**src/energy_beat_detector_top_defines.svh**
```systemverilog
// assertion macros shared by the energy beat detector modules
`ifndef ENERGY_BEAT_DETECTOR_TOP_DEFINES_SVH
`define ENERGY_BEAT_DETECTOR_TOP_DEFINES_SVH

// same-cycle implication, disabled during reset
`define EBD_ASSERT_IMP(name, clk_sig, rst_sig, ante, cons) \
  name: assert property (@(posedge clk_sig) disable iff (rst_sig) (ante) |-> (cons)) \
    else $error("same-cycle check failed");

// next-cycle implication, disabled during reset
`define EBD_ASSERT_NEXT(name, clk_sig, rst_sig, ante, cons) \
  name: assert property (@(posedge clk_sig) disable iff (rst_sig) (ante) |=> (cons)) \
    else $error("next-cycle check failed");

`endif

```
**src/ebd_pkg.sv**
```systemverilog
package ebd_pkg;

  localparam int STRIDE_W    = 7;
  localparam int LWIN_W      = 16;
  localparam int AWIN_W      = 11;
  localparam int THR_W       = 16;
  localparam int SENS_W      = 16;
  localparam int MUL_B_W     = 16;
  localparam int CFG_IDX_W   = 3;
  localparam int CFG_DATA_W  = 16;
  localparam int LEVEL_CNT_W = 32;
  localparam int QUEUE_DEPTH = 4;
  localparam int LEVEL_SHIFT = 7;
  localparam int THR_FRAC    = 12;

  typedef enum logic [CFG_IDX_W-1:0] {
    REG_STEREO_ENABLE       = 3'd0,
    REG_SAMPLE_STRIDE       = 3'd1,
    REG_LEVEL_WINDOW        = 3'd2,
    REG_AVERAGE_WINDOW      = 3'd3,
    REG_THRESHOLD_FACTOR    = 3'd4,
    REG_SENSITIVITY         = 3'd5,
    REG_BEAT_REPORT_ENABLE  = 3'd6,
    REG_LEVEL_REPORT_ENABLE = 3'd7
  } cfg_reg_t;

  typedef struct packed {
    logic                stereo_enable;
    logic [STRIDE_W-1:0] sample_stride;
    logic [LWIN_W-1:0]   level_window;
    logic [AWIN_W-1:0]   average_window;
    logic [THR_W-1:0]    threshold_factor;
    logic [SENS_W-1:0]   sensitivity;
    logic                beat_report_enable;
    logic                level_report_enable;
  } cfg_t;

endpackage

```
**src/energy_beat_detector_top.sv**
```systemverilog
// channel  | handshake              | payload
// in       | in_valid / in_stall    | left_sample, right_sample, block_end
// out      | out_valid / out_stall  | beat_detected, level_valid, signal_level,
//          |                        | instant_energy, average_energy
// cfg      | cfg_valid / cfg_ready  | cfg_index, cfg_data (cfg_ready is always high)
//
// a frame without block end is only accumulated in the front and gives no item
// a block-end frame is worked through in the back by the one-bit-a-cycle divider, which
//   runs twice per block; up to four block ends wait in the queue, and the front stalls
//   when it is full as well as while the stride phase is being recomputed
// a change of sample_stride stalls the input while the stride phase of the current
//   block is recomputed
// rst is synchronous, active high; it clears all control and energy state

module energy_beat_detector_top import ebd_pkg::*; #(
  parameter int SAMPLE_BITS      = 24,
  parameter int SUM_BITS         = 48,
  parameter int BLOCK_COUNT_BITS = 16
) (
  input  logic                          clk,
  input  logic                          rst,
  // input items
  input  logic                          in_valid,
  output logic                          in_stall,
  input  logic signed [SAMPLE_BITS-1:0] left_sample,
  input  logic signed [SAMPLE_BITS-1:0] right_sample,
  input  logic                          block_end,
  // result items
  output logic                          out_valid,
  input  logic                          out_stall,
  output logic                          beat_detected,
  output logic                          level_valid,
  output logic [SAMPLE_BITS-1:0]        signal_level,
  output logic [SAMPLE_BITS-2:0]        instant_energy,
  output logic [SAMPLE_BITS-2:0]        average_energy,
  // register writes
  input  logic                          cfg_valid,
  output logic                          cfg_ready,
  input  logic [CFG_IDX_W-1:0]          cfg_index,
  input  logic [CFG_DATA_W-1:0]         cfg_data
);

  cfg_t              cfg;
  logic              q_full;
  logic              push;
  logic [SUM_BITS:0] push_data;
  logic              q_valid;
  logic              q_pop;
  logic [SUM_BITS:0] q_head;

  // writes are always taken
  assign cfg_ready = 1'b1;

  // register file, each field keeps its own width
  always_ff @(posedge clk) begin
    if (rst) begin
      cfg.stereo_enable       <= 1'b0;
      cfg.sample_stride       <= STRIDE_W'(1);
      cfg.level_window        <= LWIN_W'(1024);
      cfg.average_window      <= AWIN_W'(64);
      cfg.threshold_factor    <= THR_W'(5325);
      cfg.sensitivity         <= SENS_W'(256);
      cfg.beat_report_enable  <= 1'b0;
      cfg.level_report_enable <= 1'b0;
    end else if (cfg_valid && cfg_ready) begin
      case (cfg_reg_t'(cfg_index))
        REG_STEREO_ENABLE:       cfg.stereo_enable       <= cfg_data[0];
        REG_SAMPLE_STRIDE:       cfg.sample_stride       <= cfg_data[STRIDE_W-1:0];
        REG_LEVEL_WINDOW:        cfg.level_window        <= cfg_data[LWIN_W-1:0];
        REG_AVERAGE_WINDOW:      cfg.average_window      <= cfg_data[AWIN_W-1:0];
        REG_THRESHOLD_FACTOR:    cfg.threshold_factor    <= cfg_data[THR_W-1:0];
        REG_SENSITIVITY:         cfg.sensitivity         <= cfg_data[SENS_W-1:0];
        REG_BEAT_REPORT_ENABLE:  cfg.beat_report_enable  <= cfg_data[0];
        REG_LEVEL_REPORT_ENABLE: cfg.level_report_enable <= cfg_data[0];
        default: ;
      endcase
    end
  end

  // front: magnitude sum, stride phase, level period count
  ebd_front #(
    .SAMPLE_BITS      (SAMPLE_BITS),
    .SUM_BITS         (SUM_BITS),
    .BLOCK_COUNT_BITS (BLOCK_COUNT_BITS)
  ) u_front (
    .clk          (clk),
    .rst          (rst),
    .cfg          (cfg),
    .in_valid     (in_valid),
    .in_stall     (in_stall),
    .left_sample  (left_sample),
    .right_sample (right_sample),
    .block_end    (block_end),
    .q_full       (q_full),
    .push         (push),
    .push_data    (push_data)
  );

  // block-end jobs: block sum plus level-period flag
  ebd_queue #(
    .WIDTH (SUM_BITS + 1)
  ) u_queue (
    .clk        (clk),
    .rst        (rst),
    .push       (push),
    .push_data  (push_data),
    .full       (q_full),
    .pop        (q_pop),
    .head_valid (q_valid),
    .head       (q_head)
  );

  // back: average update, instant energy, beat test, level, output register
  ebd_back #(
    .SAMPLE_BITS (SAMPLE_BITS),
    .SUM_BITS    (SUM_BITS)
  ) u_back (
    .clk            (clk),
    .rst            (rst),
    .cfg            (cfg),
    .q_valid        (q_valid),
    .q_head         (q_head),
    .q_pop          (q_pop),
    .out_valid      (out_valid),
    .out_stall      (out_stall),
    .beat_detected  (beat_detected),
    .level_valid    (level_valid),
    .signal_level   (signal_level),
    .instant_energy (instant_energy),
    .average_energy (average_energy)
  );

endmodule

```
**src/ebd_front.sv**
```systemverilog
`include "energy_beat_detector_top_defines.svh"

module ebd_front import ebd_pkg::*; #(
  parameter int SAMPLE_BITS      = 24,
  parameter int SUM_BITS         = 48,
  parameter int BLOCK_COUNT_BITS = 16
) (
  input  logic                          clk,
  input  logic                          rst,
  input  cfg_t                          cfg,
  input  logic                          in_valid,
  output logic                          in_stall,
  input  logic signed [SAMPLE_BITS-1:0] left_sample,
  input  logic signed [SAMPLE_BITS-1:0] right_sample,
  input  logic                          block_end,
  input  logic                          q_full,
  output logic                          push,
  output logic [SUM_BITS:0]             push_data
);

  localparam int RCNT_W = $clog2(BLOCK_COUNT_BITS + 1);

  logic [BLOCK_COUNT_BITS-1:0] frame;
  logic [BLOCK_COUNT_BITS-1:0] frame_sh;
  logic [STRIDE_W-1:0]         phase;
  logic [STRIDE_W-1:0]         phase_stride;
  logic [STRIDE_W-1:0]         rem;
  logic [RCNT_W-1:0]           rcnt;
  logic                        busy;
  logic [SUM_BITS-1:0]         sum;
  logic [LEVEL_CNT_W-1:0]      cnt;

  logic [STRIDE_W-1:0]    stride_eff;
  logic [LWIN_W-1:0]      lw_eff;
  logic                   mismatch;
  logic                   accept;
  logic [STRIDE_W:0]      rem_shift;
  logic [STRIDE_W-1:0]    rem_next;
  logic [SAMPLE_BITS-1:0] left_u, right_u, mag_l, mag_r;
  logic [SAMPLE_BITS:0]   add;
  logic [SUM_BITS+1:0]    sum_wide;
  logic [SUM_BITS-1:0]    sum_sat;
  logic [LEVEL_CNT_W-1:0] cnt_inc;
  logic                   level_hit;
  logic [STRIDE_W:0]      phase_inc;

  assign stride_eff = (cfg.sample_stride == '0) ? STRIDE_W'(1) : cfg.sample_stride;
  assign lw_eff     = (cfg.level_window == '0) ? LWIN_W'(1) : cfg.level_window;
  assign mismatch   = stride_eff != phase_stride;
  assign in_stall   = busy | mismatch | q_full;
  assign accept     = in_valid & ~in_stall;

  // restoring remainder of the frame position by a new stride, one bit a cycle
  assign rem_shift = {rem, frame_sh[BLOCK_COUNT_BITS-1]};
  assign rem_next  = (rem_shift >= {1'b0, phase_stride}) ?
                     STRIDE_W'(rem_shift - {1'b0, phase_stride}) : rem_shift[STRIDE_W-1:0];

  assign left_u  = left_sample;
  assign right_u = right_sample;
  assign mag_l   = left_u[SAMPLE_BITS-1] ? (~left_u + SAMPLE_BITS'(1)) : left_u;
  assign mag_r   = right_u[SAMPLE_BITS-1] ? (~right_u + SAMPLE_BITS'(1)) : right_u;

  assign add      = (phase == '0) ?
                    ({1'b0, mag_l} + (cfg.stereo_enable ? {1'b0, mag_r} : '0)) : '0;
  assign sum_wide = {2'b00, sum} + (SUM_BITS+2)'(add);
  assign sum_sat  = (|sum_wide[SUM_BITS+1:SUM_BITS]) ? '1 : sum_wide[SUM_BITS-1:0];

  assign cnt_inc   = (&cnt) ? cnt : cnt + LEVEL_CNT_W'(1);
  assign level_hit = cnt_inc >= LEVEL_CNT_W'(lw_eff);
  assign phase_inc = {1'b0, phase} + (STRIDE_W+1)'(1);

  assign push      = accept & block_end;
  assign push_data = {level_hit, sum_sat};

  always_ff @(posedge clk) begin
    if (rst) begin
      frame        <= '0;
      phase        <= '0;
      phase_stride <= STRIDE_W'(1);
      busy         <= 1'b0;
      rcnt         <= '0;
      sum          <= '0;
      cnt          <= '0;
    end else if (busy) begin
      frame_sh <= frame_sh << 1;
      rem      <= rem_next;
      rcnt     <= rcnt - RCNT_W'(1);
      if (rcnt == RCNT_W'(1)) begin
        busy  <= 1'b0;
        phase <= rem_next;
      end
    end else if (mismatch) begin
      busy         <= 1'b1;
      phase_stride <= stride_eff;
      frame_sh     <= frame;
      rem          <= '0;
      rcnt         <= RCNT_W'(BLOCK_COUNT_BITS);
    end else if (accept) begin
      if (block_end) begin
        frame <= '0;
        phase <= '0;
        if (level_hit) begin
          sum <= '0;
          cnt <= '0;
        end else begin
          sum <= sum_sat;
          cnt <= cnt_inc;
        end
      end else begin
        frame <= frame + BLOCK_COUNT_BITS'(1);
        sum   <= sum_sat;
        cnt   <= cnt_inc;
        if ((&frame) || (phase_inc == {1'b0, phase_stride})) begin
          phase <= '0;
        end else begin
          phase <= phase_inc[STRIDE_W-1:0];
        end
      end
    end
  end

  `EBD_ASSERT_IMP(a_phase_in_range, clk, rst, accept, phase < phase_stride)
  `EBD_ASSERT_IMP(a_no_push_when_full, clk, rst, push, !q_full)

endmodule

```
**src/ebd_queue.sv**
```systemverilog
`include "energy_beat_detector_top_defines.svh"

module ebd_queue import ebd_pkg::*; #(
  parameter int WIDTH = 49
) (
  input  logic             clk,
  input  logic             rst,
  input  logic             push,
  input  logic [WIDTH-1:0] push_data,
  output logic             full,
  input  logic             pop,
  output logic             head_valid,
  output logic [WIDTH-1:0] head
);

  localparam int PTR_W = $clog2(QUEUE_DEPTH);

  logic [WIDTH-1:0] mem [QUEUE_DEPTH];
  logic [PTR_W-1:0] wr_ptr;
  logic [PTR_W-1:0] rd_ptr;
  logic [PTR_W:0]   count;

  assign full       = count == (PTR_W+1)'(QUEUE_DEPTH);
  assign head_valid = count != '0;
  assign head       = mem[rd_ptr];

  always_ff @(posedge clk) begin
    if (push) begin
      mem[wr_ptr] <= push_data;
    end
  end

  always_ff @(posedge clk) begin
    if (rst) begin
      wr_ptr <= '0;
      rd_ptr <= '0;
      count  <= '0;
    end else begin
      if (push) begin
        wr_ptr <= wr_ptr + PTR_W'(1);
      end
      if (pop) begin
        rd_ptr <= rd_ptr + PTR_W'(1);
      end
      if (push && !pop) begin
        count <= count + (PTR_W+1)'(1);
      end else if (pop && !push) begin
        count <= count - (PTR_W+1)'(1);
      end
    end
  end

  `EBD_ASSERT_IMP(a_pop_only_nonempty, clk, rst, pop, head_valid)

endmodule

```
**src/ebd_div.sv**
```systemverilog
module ebd_div #(
  parameter int NUM_W = 48,
  parameter int DEN_W = 17
) (
  input  logic             clk,
  input  logic             rst,
  input  logic             start,
  input  logic [NUM_W-1:0] num,
  input  logic [DEN_W-1:0] den,
  output logic             done,
  output logic [NUM_W-1:0] quot
);

  localparam int CNT_W = $clog2(NUM_W + 1);

  logic [NUM_W-1:0] q;
  logic [DEN_W-1:0] rem;
  logic [DEN_W-1:0] d;
  logic [CNT_W-1:0] cnt;
  logic             busy;

  logic [DEN_W:0]   r_shift;
  logic             ge;
  logic [DEN_W-1:0] rem_n;

  // one quotient bit a cycle
  assign r_shift = {rem, q[NUM_W-1]};
  assign ge      = r_shift >= {1'b0, d};
  assign rem_n   = ge ? DEN_W'(r_shift - {1'b0, d}) : r_shift[DEN_W-1:0];
  assign quot    = q;

  always_ff @(posedge clk) begin
    if (rst) begin
      busy <= 1'b0;
      done <= 1'b0;
      cnt  <= '0;
    end else begin
      done <= busy && !start && (cnt == CNT_W'(1));
      if (start) begin
        q    <= num;
        rem  <= '0;
        d    <= den;
        cnt  <= CNT_W'(NUM_W);
        busy <= 1'b1;
      end else if (busy) begin
        q   <= {q[NUM_W-2:0], ge};
        rem <= rem_n;
        cnt <= cnt - CNT_W'(1);
        if (cnt == CNT_W'(1)) begin
          busy <= 1'b0;
        end
      end
    end
  end

endmodule

```
**src/ebd_back.sv**
```systemverilog
`include "energy_beat_detector_top_defines.svh"

module ebd_back import ebd_pkg::*; #(
  parameter int SAMPLE_BITS = 24,
  parameter int SUM_BITS    = 48
) (
  input  logic                     clk,
  input  logic                     rst,
  input  cfg_t                     cfg,
  input  logic                     q_valid,
  input  logic [SUM_BITS:0]        q_head,
  output logic                     q_pop,
  output logic                     out_valid,
  input  logic                     out_stall,
  output logic                     beat_detected,
  output logic                     level_valid,
  output logic [SAMPLE_BITS-1:0]   signal_level,
  output logic [SAMPLE_BITS-2:0]   instant_energy,
  output logic [SAMPLE_BITS-2:0]   average_energy
);

  localparam int EW     = SAMPLE_BITS - 1;
  localparam int PROD_W = EW + MUL_B_W;
  localparam int DEN_W  = LWIN_W + 1;
  localparam int NUM_W  = (SUM_BITS > PROD_W + 1) ? SUM_BITS : PROD_W + 1;
  localparam int LV_TOP = LEVEL_SHIFT + SAMPLE_BITS;

  typedef enum logic [2:0] {
    S_IDLE,
    S_AVG_MUL,
    S_AVG_DIV,
    S_INST_DIV,
    S_BEAT_MUL,
    S_LEVEL_MUL,
    S_OUT
  } state_t;

  state_t              state;
  logic [SUM_BITS-1:0] job_sum;
  logic                job_lvl;
  logic [EW-1:0]       inst_reg;
  logic [EW-1:0]       avg_reg;
  logic [EW-1:0]       inst_new;
  logic [EW-1:0]       avg_q;
  logic [PROD_W-1:0]   prod;
  logic                beat;
  logic                div_go;

  logic [AWIN_W-1:0]  aw_eff;
  logic [LWIN_W-1:0]  lw_eff;
  logic [EW-1:0]      mul_a;
  logic [MUL_B_W-1:0] mul_b;
  logic [PROD_W-1:0]  mul_p;
  logic [PROD_W:0]    avg_num;
  logic [NUM_W-1:0]   div_num;
  logic [DEN_W-1:0]   div_den;
  logic               div_done;
  logic [NUM_W-1:0]   div_quot;
  logic [EW-1:0]      quot_sat;
  logic               beat_cmp;
  logic [SAMPLE_BITS-1:0] level_sat;
  logic               out_free;

  assign aw_eff = (cfg.average_window == '0) ? AWIN_W'(1) : cfg.average_window;
  assign lw_eff = (cfg.level_window == '0) ? LWIN_W'(1) : cfg.level_window;

  // one shared multiplier, operands picked by step
  always_comb begin
    case (state)
      S_BEAT_MUL: begin
        mul_a = avg_q;
        mul_b = cfg.threshold_factor;
      end
      S_LEVEL_MUL: begin
        mul_a = inst_new;
        mul_b = cfg.sensitivity;
      end
      default: begin
        mul_a = avg_reg;
        mul_b = MUL_B_W'(aw_eff - AWIN_W'(1));
      end
    endcase
  end
  assign mul_p = {{MUL_B_W{1'b0}}, mul_a} * {{EW{1'b0}}, mul_b};

  assign avg_num = {1'b0, prod} + {{(PROD_W+1-EW){1'b0}}, inst_reg};
  assign div_num = (state == S_INST_DIV) ? NUM_W'(job_sum) : NUM_W'(avg_num);
  assign div_den = (state == S_INST_DIV) ?
                   (cfg.stereo_enable ? {lw_eff, 1'b0} : {1'b0, lw_eff}) :
                   DEN_W'(aw_eff);

  ebd_div #(
    .NUM_W (NUM_W),
    .DEN_W (DEN_W)
  ) u_div (
    .clk   (clk),
    .rst   (rst),
    .start (div_go),
    .num   (div_num),
    .den   (div_den),
    .done  (div_done),
    .quot  (div_quot)
  );

  assign quot_sat  = (|div_quot[NUM_W-1:EW]) ? '1 : div_quot[EW-1:0];
  assign beat_cmp  = PROD_W'({inst_new, {THR_FRAC{1'b0}}}) > prod;
  assign level_sat = (|prod[PROD_W-1:LV_TOP]) ? '1 : prod[LV_TOP-1:LEVEL_SHIFT];
  assign out_free  = !out_valid || !out_stall;
  assign q_pop     = (state == S_IDLE) && q_valid;

  always_ff @(posedge clk) begin
    if (rst) begin
      state     <= S_IDLE;
      out_valid <= 1'b0;
      div_go    <= 1'b0;
      inst_reg  <= '0;
      avg_reg   <= '0;
    end else begin
      if (out_valid && !out_stall && (state != S_OUT)) begin
        out_valid <= 1'b0;
      end
      case (state)
        S_IDLE: begin
          if (q_valid) begin
            job_sum <= q_head[SUM_BITS-1:0];
            job_lvl <= q_head[SUM_BITS];
            state   <= S_AVG_MUL;
          end
        end
        S_AVG_MUL: begin
          prod   <= mul_p;
          div_go <= 1'b1;
          state  <= S_AVG_DIV;
        end
        S_AVG_DIV: begin
          if (div_done) begin
            avg_q  <= quot_sat;
            div_go <= 1'b1;
            state  <= S_INST_DIV;
          end else begin
            div_go <= 1'b0;
          end
        end
        S_INST_DIV: begin
          div_go <= 1'b0;
          if (div_done) begin
            inst_new <= quot_sat;
            state    <= S_BEAT_MUL;
          end
        end
        S_BEAT_MUL: begin
          prod  <= mul_p;
          state <= S_LEVEL_MUL;
        end
        S_LEVEL_MUL: begin
          beat <= beat_cmp;
          if (beat_cmp) begin
            avg_q <= inst_new;
          end
          prod  <= mul_p;
          state <= S_OUT;
        end
        S_OUT: begin
          if (out_free) begin
            out_valid      <= 1'b1;
            beat_detected  <= beat & cfg.beat_report_enable;
            level_valid    <= job_lvl & cfg.level_report_enable;
            signal_level   <= (job_lvl & cfg.level_report_enable) ? level_sat : '0;
            instant_energy <= inst_new;
            average_energy <= avg_q;
            inst_reg       <= inst_new;
            avg_reg        <= avg_q;
            state          <= S_IDLE;
          end
        end
        default: begin
          state <= S_IDLE;
        end
      endcase
    end
  end

  `EBD_ASSERT_IMP(a_done_in_div, clk, rst, div_done, (state == S_AVG_DIV) || (state == S_INST_DIV))
  `EBD_ASSERT_NEXT(a_out_loaded, clk, rst, (state == S_OUT) && out_free, out_valid)

endmodule
```
**config.mk**
```make
export PLATFORM = sky130hd
export DESIGN_NAME = energy_beat_detector_top
export DESIGN_NICKNAME = d
export VERILOG_FILES = /design/src/ebd_pkg.sv /design/src/energy_beat_detector_top.sv /design/src/ebd_front.sv /design/src/ebd_queue.sv /design/src/ebd_div.sv /design/src/ebd_back.sv
export VERILOG_INCLUDE_DIRS = /design/src /design/src/src
export SDC_FILE = /design/constraint.sdc
export NUM_CORES = 2
export LEC_CHECK = 0
export BUFFER_PORTS_ARGS = -buffer_cell sky130_fd_sc_hd__buf_2
export CAP_MARGIN = 20
export CORE_AREA = 10 10 309 386
export CTS_BUF_LIST = sky130_fd_sc_hd__clkbuf_4 sky130_fd_sc_hd__clkbuf_8 sky130_fd_sc_hd__clkbuf_16
export DETAILED_ROUTE_END_ITERATION = 6
export DIE_AREA = 0 0 319 396
export SYNTH_ARGS = -nofsm -noshare
export SYNTH_HDL_FRONTEND = slang
export SYNTH_SLANG_ARGS = --single-unit
```
**constraint.sdc**
```tcl
create_clock -name clk -period 10.75 [get_ports clk]
set_input_delay 2.6875 -clock clk [delete_from_list [all_inputs] [get_ports clk]]
set_output_delay 2.6875 -clock clk [all_outputs]
set_load 0.005 [all_outputs]
```
==> results.cfg <==
[floorplan]
start_util = 0.448
core_area_um2 = 111000
io-pin-count = 148
die_w_um = 319
die_area_um2 = 126000
fp.dieH_um = 396
row_count = 137

[finish]
largest_register_ffs = 196
multi_input_area_um2 = 26900
top_register = u_queue.mem
nNetsFinal = 5713
n_fill_cell = 10200
drive_above_1_share = 0.0980
largestRegisters = u_queue.mem (196), cfg (69)
antenna_cells = 0
syn_to_final_growth_pct = 10.3
stdcell_count = 6604
final-seq-area_um2 = 20300

[place]
dp_cells = 6459
dpl.hpwl_um = 101000
io_buffer_count = 146
gp_congestion = 0.959

[pwr]
leakagePower_nw = 21.8
p_sw_frac = 0.297
pwr-share-seq = 0.452
power.switching_w = 0.00244
internal_power_w = 0.00578
combPwrFrac = 0.212
ir_drop_mv = 0.128
cellPowerDensity_nw_per_um2 = 150
clkPwrFrac = 0.336

[logic_synthesis]
synth_area_leaders = edfxtp_1, fa_1, dfxtp_1, ha_1, nand2_1
synth_top_area_frac = 0.306
ys_ff_latch = 759
yosysSeqAreaShare = 0.407
post-synth-top-count-cell = nand2_1
synth.largest_area_cell = edfxtp_1
syn-num-nets = 5627
ys_top_cells_by_count = nand2_1, inv_1, edfxtp_1
syn_area_um2 = 49800
synth_cell_type_count = 80
synth_edf_count = 508
syn_inst = 4994
yosys_warnings = 0
postSynth.asyncResetShare = 0
syn_avg_cell_area_um2 = 9.98
yosys_most_used_dff = edfxtp_1

[setup_path]
worstSetupStartpointType = flip-flop
crit_path_frequent_cell = fa_1
worstPathMaxFanout = 12
cp_slowest_stage_delay_ns = 0.74
cpMaxStageDelayCell = o31ai_1
cp.required_ns = 11.13
crit_path_end_kind = flip-flop
crit_arrival_ns = 9.71
worst-path-buf-inv = 5
cp_top_family = adder cells
critPathKind = flip-flop to flip-flop

[clocking]
cts_setup_buffers = 0
cts_tree = done
insertion_delay_ns = 0.66
cts_sinks = 759
clockBufferDepth = 3
post_cts_resized = 0
cts-buffers-inserted = 78
htreeDepth = 3
clk_pin_slew_worst_paths_ns = 0.06
ctsHoldBuffers = 0
cts_root_buffer = clkbuf_16

[routing]
vias = 36500
via_per_inst = 5.53
antenna_left = 0
drtPass1Iterations = 6
post_drt_wl_per_cell_um = 20.3
first_iter_violations = 2483
wl_um = 134000
drc_errors = 0

[global_route]
use_met1 = 0.263
grt_pass1_wl_um = 211000
overflow = 0
antenna_found_initial = 3
met2_usage = 0.359
first_global_vias = 36900
grt_use_total = 0.210
grt.busiest_layer = met2
use_met3 = 0.0270
grt_max_degree = 90

[timing]
max_freq_ghz = 0.107
fin_crit_ns = 9.32
grt_setup_unrepaired = no
fin_crit_sh = 0.867
slew_headroom = 0.308
finalMaxSlewViolations = 0
setup_violations = 0
hold_violations = 0
fin_tns_setup_ns = 0
fin_skew_ns = 0.0337
worstMarginPinSlew_ns = 1.02
hold_slack_ns = 0.449

[status]
outcome = finished clean

[job]
drv_cap = 0

[min_path]
hold_path.class = flip-flop to flip-flop
-- area by class of cell --
cell class / count / share of cell area
clock inverter: 38 / 0.00592
timing repair buffer: 231 / 0.0257
multi-input combinational: 3493 / 0.489
clock buffer: 107 / 0.0417
inverter: 517 / 0.0353
tap: 1459 / 0.0332
sequential: 759 / 0.369
-- worst min-delay path, delay by kind of cell, from the launching register on --
kind               cells  cell delay [ns]
AOI/OAI and AO/OA      1             0.05
and+or+nand+nor        1             0.05
DFF                    1             0.30
-- power by group through the flow --
stage,combinational [W],sequential (W),clock (W)
CTS,0.00176,0.00371,0.00282
finish,0.00174,0.00371,0.00276
floorplan,0.00132,0.00367,0
global route,0.00196,0.00374,0.00294
detailed placement,0.00175,0.00377,0
global placement,0.00173,0.00377,0
-- metrics by stage --
stage	power, W	setup WS, ns	util	cell area, um2
after global routing	0.00863	0.854	0.494	55000
after CTS	0.00830	1.49	0.494	55000
after floorplan	0.00499	2.28	-	49800
final	0.00822	1.43	0.494	55000
after global placement	0.00550	1.28	0.470	52300
after detailed placement	0.00552	1.31	0.471	52300
-- metal layers --
metal / routed length, um / part of all wire
met3: 6760 / 0.050
met2: 65300 / 0.49
met4: 5920 / 0.044
met5: 13 / 0.000097
met1: 56200 / 0.42
-- cells in the final DEF (no fill, tap or decap), drive strengths merged, types with 107 or more instances in the layout --
cell type / Yosys / final
inv: 516 / 523
nand2: 710 / 710
buf: 27 / 231
nor3: 107 / 107
xnor2: 154 / 154
dfxtp: 251 / 251
ha: 262 / 262
fa: 298 / 298
edfxtp: 508 / 508
o21ai: 196 / 196
a21oi: 286 / 286
clkbuf: 198 / 107
nor2: 342 / 342
-- cell families after synthesis --
| logic type | Yosys count | share of synthesized area |
|---|---|---|
| and+or+nand+nor | 1653 | 0.152 |
| AOI/OAI and AO/OA | 864 | 0.109 |
| xor gates and xnor gates | 236 | 0.0415 |
| other | 1 | 0.0000752 |
| buffers and inverters | 742 | 0.0562 |
| DFF | 759 | 0.407 |
| adders and majority gates | 560 | 0.185 |
| muxes | 179 | 0.0491 |
-- final timing paths --
kind	slack, ns	endpoint	cells past startpoint	startpoint
max	1.43	u_back.prod[34]$_DFFE_PP_	31	cfg[40]$_SDFFE_PP1P_
min	0.45	cfg[5]$_SDFFE_PP0P_	2	cfg[5]$_SDFFE_PP0P_
max reg2reg	1.43	u_back.prod[34]$_DFFE_PP_	31	cfg[40]$_SDFFE_PP1P_
min reg2reg	0.45	cfg[5]$_SDFFE_PP0P_	2	cfg[5]$_SDFFE_PP0P_
Note: power is estimated with default switching activity, not from simulation.
